[config.mk]
export PLATFORM = sky130hd
export DESIGN_NAME = rbl_mem
export DESIGN_NICKNAME = d
export VERILOG_FILES = /design/src/rtl/assert_macros.svh /design/src/rtl/rbl_pkg.sv /design/src/rtl/rbl_mem.sv
export SDC_FILE = /design/constraint.sdc
export NUM_CORES = 1
export LEC_CHECK = 0
export BUFFER_PORTS_ARGS = -buffer_cell sky130_fd_sc_hd__buf_2
export CAP_MARGIN = 0
export CELL_PAD_IN_SITES_DETAIL_PLACEMENT = 1
export CELL_PAD_IN_SITES_GLOBAL_PLACEMENT = 2
export CORE_ASPECT_RATIO = 0.5
export CORE_UTILIZATION = 45
export CTS_CLUSTER_DIAMETER = 150
export DETAILED_ROUTE_END_ITERATION = 10
export PLACE_DENSITY_LB_ADDON = 0.15
export SETUP_SLACK_MARGIN = 0.15
export SKIP_LAST_GASP = 1
export SYNTH_ARGS = -nofsm -noshare
export SYNTH_HDL_FRONTEND = slang
export SYNTH_SLANG_ARGS = --single-unit
export TNS_END_PERCENT = 20
[constraint.sdc]
create_clock -name clk -period 4.1 [get_ports clk]
set_input_delay 0.615 -clock clk [delete_from_list [all_inputs] [get_ports clk]]
set_output_delay 0.615 -clock clk [all_outputs]
set_load 0.02 [all_outputs]
[src/rtl/assert_macros.svh]
// Assertion helpers. Each expects clk and rst_n in scope.
`ifndef ASSERT_MACROS_SVH
`define ASSERT_MACROS_SVH

// Same-cycle implication
`define RBL_ASSERT_IMP(label, ante, cons) \
    label: assert property (@(posedge clk) disable iff (!rst_n) (ante) |-> (cons)) \
        else $error("same-cycle check failed");

// Next-cycle implication
`define RBL_ASSERT_NXT(label, ante, cons) \
    label: assert property (@(posedge clk) disable iff (!rst_n) (ante) |=> (cons)) \
        else $error("next-cycle check failed");

`endif

[src/rtl/rbl_pkg.sv]
`timescale 1ns / 1ps

package rbl_pkg;

    localparam int SAMPLE_W = 16;
    localparam int MAG_W    = 17;
    localparam int SCALE_W  = 31;
    localparam int COEF_W   = 32;
    localparam int Q_W      = 32;
    localparam int XPROD_W  = 48;
    localparam int PROD_W   = 64;
    localparam int FBSUM_W  = 66;
    localparam int FB_W     = 36;
    localparam int XS_W     = 34;
    localparam int YSUM_W   = 38;
    localparam int CFG_IDX_W = 2;

    localparam logic [XPROD_W-1:0] X_ROUND  = 48'h2000;
    localparam logic [FBSUM_W-1:0] FB_ROUND = 66'h2000_0000;
    localparam logic [Q_W-1:0]     Q_MAX    = 32'h7FFF_FFFF;
    localparam logic [Q_W-1:0]     Q_MIN    = 32'h8000_0000;

    typedef enum logic [CFG_IDX_W-1:0] {
        CFG_INPUT_SCALE     = 2'd0,
        CFG_FEEDBACK_RECENT = 2'd1,
        CFG_FEEDBACK_OLDER  = 2'd2
    } cfg_reg_t;

    typedef struct packed {
        logic                       channel;
        logic signed [SAMPLE_W-1:0] sample;
    } in_item_t;

    typedef struct packed {
        logic                  out_channel;
        logic signed [Q_W-1:0] envelope;
    } out_item_t;

    // One memory word: the whole filter history of one channel
    typedef struct packed {
        logic signed [Q_W-1:0] x_old;
        logic signed [Q_W-1:0] x_rec;
        logic signed [Q_W-1:0] y_old;
        logic signed [Q_W-1:0] y_rec;
    } chan_state_t;

    typedef struct packed {
        logic s1_free;
        logic hazard;
    } pipe_ctrl_t;

endpackage

[src/rtl/rbl_mem.sv]
`timescale 1ns / 1ps

module rbl_mem
    import rbl_pkg::*;
#(
    parameter int DEPTH = 2,
    parameter int IDX_W = 1
)
(
    input  logic             clk,
    input  logic             rst_n,
    input  logic             rd_en,
    input  logic [IDX_W-1:0] rd_idx,
    input  logic             wr_en,
    input  logic [IDX_W-1:0] wr_idx,
    input  chan_state_t      wr_data,
    output chan_state_t      rd_data
);

    chan_state_t           mem [DEPTH];
    logic [DEPTH-1:0]      vld_reg;
    chan_state_t           rd_data_reg;

    always_ff @(posedge clk)
    begin
        if (wr_en)
        begin
            mem[wr_idx] <= wr_data;
        end
    end

    // Entries never written read as zero
    always_ff @(posedge clk or negedge rst_n)
    begin
        if (!rst_n)
        begin
            vld_reg <= '0;
        end
        else if (wr_en)
        begin
            vld_reg[wr_idx] <= 1'b1;
        end
    end

    // Write-through on a read of the entry being written in the same cycle
    always_ff @(posedge clk)
    begin
        if (rd_en)
        begin
            if (wr_en && (wr_idx == rd_idx))
            begin
                rd_data_reg <= wr_data;
            end
            else if (vld_reg[rd_idx])
            begin
                rd_data_reg <= mem[rd_idx];
            end
            else
            begin
                rd_data_reg <= '0;
            end
        end
    end

    assign rd_data = rd_data_reg;

endmodule

==> Yosys cells after proc, flatten, opt, wreduce, memory -nomap -nowiden <==
Memories as Yosys holds them, arrays and structs flattened.
Index checks and enable logic that the tools add are counted.
W data, S select, Z words.
{ "classes": {"bitwise": 1, "magnitude_cmp": 3, "mux": 8, "reduce_logical": 2, "eq_ne": 1} }
{ "ops": {"columns": ["operator", "n"], "rows": [
  ["$mux W128", 2],
  ["$mux W1", 5],
  ["$lt A1 B2 Y1 const B", 2],
  ["$logic_and A1 B1 Y1", 2],
  ["$or A2 B2 Y2", 1],
  ["$demux W1 S1", 1],
  ["$eq A1 B1 Y1", 1],
  ["$ge A1 B1 Y1 const B", 1]
]} }
{ "word_totals": {"mem_bits_rw": 256, "memories": 1, "inputBits": 134, "ff_bits": 130} }
{ "memory_table": {"columns": ["memory", "words", "width", "rd", "rd_ports_with_merged_regs", "wr", "line_no", "rtl"], "rows": [
  ["mem", 2, 128, 1, 0, 1, "rbl_mem.sv:20", "chan_state_t mem [DEPTH];"]
]} }

==> Depth between registers and ports, before layout <==
{ "depth": {"ltp_word": 5, "ltp_mapped": 6, "depth_no_buf": 3} }

==> Worst setup path before layout <==
No wires, ideal clock.
{ "synth_timing": {"kind": "input to register", "from": "input wr_idx", "to": "register vld_reg[0]", "path_buffers": 0, "cell_stages": 2, "required_time_ns": 3.999, "path_slack_ns": -2.928, "t_arrival_ns": 6.927, "setup_time_ns": 0.101, "cell_sequence": "nor2b_1 or2_2"} }
{ "synth_between": {"elab_chain_len": 5, "elab_cells_between_ends": 6} }
{ "synth_lines": {"columns": ["element", "line_no", "rtl"], "rows": [
  ["start, declared", "rbl_mem.sv:15", "input logic [IDX_W-1:0] wr_idx,"],
  ["$lt A1 B2 Y1 (not written as such) / $ge A1 B1 Y1 (equally long branches)", "rbl_mem.sv:41", "vld_reg[wr_idx] <= 1'b1;"],
  ["$logic_and A1 B1 Y1 (not written as such)", "rbl_mem.sv:41", null],
  ["$mux W1 (not written as such)", "rbl_mem.sv:41", null],
  ["$demux W1 S1 *", "rbl_mem.sv:41", null],
  ["$or A2 B2 Y2 (no line) *", null, null],
  ["end signal, assigned", "rbl_mem.sv:37", "vld_reg <= '0;"],
  ["end signal, assigned by index", "rbl_mem.sv:41", null],
  ["end, declared", "rbl_mem.sv:21", "logic [DEPTH-1:0] vld_reg;"]
]} }
Mark *: on every way between the ends. The rest lies on a longest branch, timed or not.
A chain may end at the register's enable or synchronous reset.

==> Worst setup path after layout <==
{ "layout_timing": {"from": "input rd_idx", "to": "register rd_data_reg, in the netlist rd_data[5], data pin"} }
{ "layout_between": {"elab_chain_len": 4, "elab_cells_between_ends": 7} }
{ "layout_lines": {"columns": ["element", "line_no", "rtl"], "rows": [
  ["start, declared", "rbl_mem.sv:13", "input logic [IDX_W-1:0] rd_idx,"],
  ["$mux W1 (not written as such) (2 in series)", "rbl_mem.sv:54", "else if (vld_reg[rd_idx])"],
  ["$mux W128", "rbl_mem.sv:54", null],
  ["$mux W128 *", "rbl_mem.sv:50", "if (wr_en && (wr_idx == rd_idx))"],
  ["end signal, assigned", "rbl_mem.sv:52", "rd_data_reg <= wr_data;"],
  ["end signal, assigned", "rbl_mem.sv:56", "rd_data_reg <= mem[rd_idx];"],
  ["end, declared", "rbl_mem.sv:22", "chan_state_t rd_data_reg;"]
]} }
Mark *: on every way between the ends. The rest lies on a longest branch, timed or not. The select of a mux whose other input is x is not followed.

==> results.sh <==
export IMPL_power_density_mw_per_mm2=487.3
export IMPL_synth_seq_cells=386
export IMPL_htree_levels=2
export IMPL_route_met3_wl_mm=1.138
export IMPL_clkLatencyLatePin_ps=520
export IMPL_status="finished clean"
export IMPL_top_layer="met5"
export IMPL_wl_met1_mm=13.49
export IMPL_grt_pass1_wl_mm=50.65
export IMPL_fin_util_pct=54.81
export IMPL_cts_tree="built"
export IMPL_fmax_mhz=469.0
export IMPL_dp_hpwl_mm=19.52
export IMPL_wl_per_cell_um=20.96
export IMPL_maxSlewViolCount=0
export IMPL_final_setup_skew_ps=15.34
export IMPL_syn_area_mm2=0.01566
export IMPL_die_w_um=265.9
export IMPL_end_kind="register"
export IMPL_cts_path_max_buffers=3
export IMPL_grt_usage_pct=18.73
export IMPL_finalWirelength_mm=33.18
export IMPL_drc_errors=0
export IMPL_clockRootBuffer="clkbuf_16"
export IMPL_syn_inst=820
export IMPL_core_mm2=0.03364
export IMPL_drtAntennaViolNets=0
export IMPL_finalHoldViolCount=0
export IMPL_worst_slew_pin_slew_ps=860.8
export IMPL_grt_overflow_total=0
export IMPL_portBuffers=261
export IMPL_critical_path_class="primary input to register"
export IMPL_largest_register_ffs=256
export IMPL_finalSetupViolCount=0
export IMPL_setup_tns_final_ps=0
export IMPL_syn2layout_area_growth_pct=17.69
export IMPL_r2r_slack_ps=2200
export IMPL_numCtsBuffers=37
export IMPL_finalCritPeriodShare_pct=52.01
export IMPL_drv_cap=0
export IMPL_maxSlewHeadroom_pct=42.61
export IMPL_cp_data_arrival_time_ps=2410
export IMPL_dieHeight_um=133.9
export IMPL_syn_nets=954
export IMPL_avgViaCountPerCell=4.972
export IMPL_grt_max_degree=98
export IMPL_ys_seq_area_share_pct=73.94
export IMPL_hold_path_class="primary input to register"
export IMPL_dieArea_mm2=0.03560
export IMPL_grt_setup_unrepaired="no"
export IMPL_avgSynthCellArea_um2=19.10
export IMPL_cts_sinks=386
export IMPL_drt_iter0_markers=378
export IMPL_critPathLaunchType="primary input"
export IMPL_fin_nets=1224
export IMPL_start_util_pct=46.57
export IMPL_ir_drop_mv=0.2582
export IMPL_power_leakage_nw=7.444
export IMPL_layout_drive_gt1_share_pct=40.59
export IMPL_antenna_found_initial=3
export IMPL_dr_pass1_iters=4
export IMPL_ctsResizeCount=0
export IMPL_core_rowCount=47
export IMPL_grt_pass1_vias=8717
export IMPL_place_gp_congestion=0.7414
export IMPL_ys_warn_count=0
export IMPL_ios=262
export IMPL_critPathMaxFanout=57
export IMPL_vias=7871
export IMPL_wl_met2_mm=17.96
export IMPL_crit_required_ps=4370
export IMPL_path_clk_slew_ps=60
export IMPL_synth_cell_types=17
export IMPL_period_needed_ps=2132
==> timing repair <==
action,CTS,global route
hold buffers,1,0
setup endpoints to repair,0,0
buffers inserted,0,0
endpoints found under the hold margin,2,0
==> cells by family after synthesis <==
logic type    count (synthesis)  synth area share [%]
xor+xnor                      1               0.05593
buf+inv                      43                 2.836
flops                       386                 73.94
mux                         257                 19.92
simple gates                133                 3.251
==> worst paths after layout <==
check | from | cells past startpoint | to
min reg2reg | vld_reg[0] | 1 | vld_reg[0]
min | wr_data[18] | 1 | mem[1][18]
min in group asynchronous | rst_n | 2 | vld_reg[0]
max | rd_idx | 5 | rd_data[5]
max in group asynchronous | rst_n | 2 | vld_reg[1]
max reg2reg | vld_reg[1] | 4 | rd_data[5]
==> power by group <==
part           switching (W)  internal (W)
Clock                0.00143       0.00180
Sequential         0.0000785       0.00470
Combinational       0.000537      0.000434
==> stage by stage <==
| step | cell area, µm² | cells | power, W | hold WS [ps] | worst slack (ps) |
|---|---|---|---|---|---|
| after detailed placement | 17310 | 1515 | 0.005853 | 406.9 | 1360 |
| after global routing | 18440 | 1583 | 0.009308 | 263.9 | 1859 |
| after floorplan | 15670 | 820 | 0.005492 | 319.4 | 40.12 |
| after CTS | 18430 | 1581 | 0.009111 | 260.7 | 1932 |
| after global placement | 17310 | 1515 | 0.005809 | 401.3 | 1419 |
| final | 18440 | 1583 | 0.008984 | 289.8 | 1968 |
==> cells in the mapped netlist <==
master	n	area share, %
edfxtp_1	384	74
mux2i_1	128	8.2
nor2_1	128	3.1
mux2_4	100	9.6
mux2_2	28	2.0
buf_6	15	1.1
buf_8	11	1.1
buf_2	7	0.22
buf_4	7	0.34
clkbuf_4	3	0.14
dfrtp_1	2	0.32
or2_2	2	0.080
and2_1	1	0.040
mux2i_4	1	0.14
nand2_1	1	0.024
nor2b_1	1	0.040
xnor2_1	1	0.056
==> layer usage <==
metal | global-route usage (%) | up-vias
li1 | - | 3661
met1 | 22.54 | 4040
met2 | 34.52 | 126
met3 | 3.727 | 42
met4 | 4.757 | 2
met5 | 0 | -
==> cells in the final DEF, fill, tap and decap left out, types with 4 or more instances in the layout <==
cell type	instances
edfxtp_1	384
buf_2	259
mux2i_1	128
nor2_1	128
mux2_4	100
clkbuf_16	39
mux2_2	28
clkinv_1	10
clkbuf_1	9
buf_12	6
buf_4	6
clkinv_2	4
==> worst max-delay path: stages <==
cell,delay [ps]
clkbuf_8,370
mux2i_4,340
buf_4,630
nor2_1,130
mux2_4,290
==> layout make-up <==
cell class              instances  area [µm²]
diodes                          2       5.005
repair buffers                274        1496
clock inverters                17       105.1
well taps                     465       581.8
multi-input cells             391        3656
flip-flops and latches        386       11580
clock buffers                  48        1010
fillers                      3176       15200
Note: power is estimated with default switching activity, not from simulation.
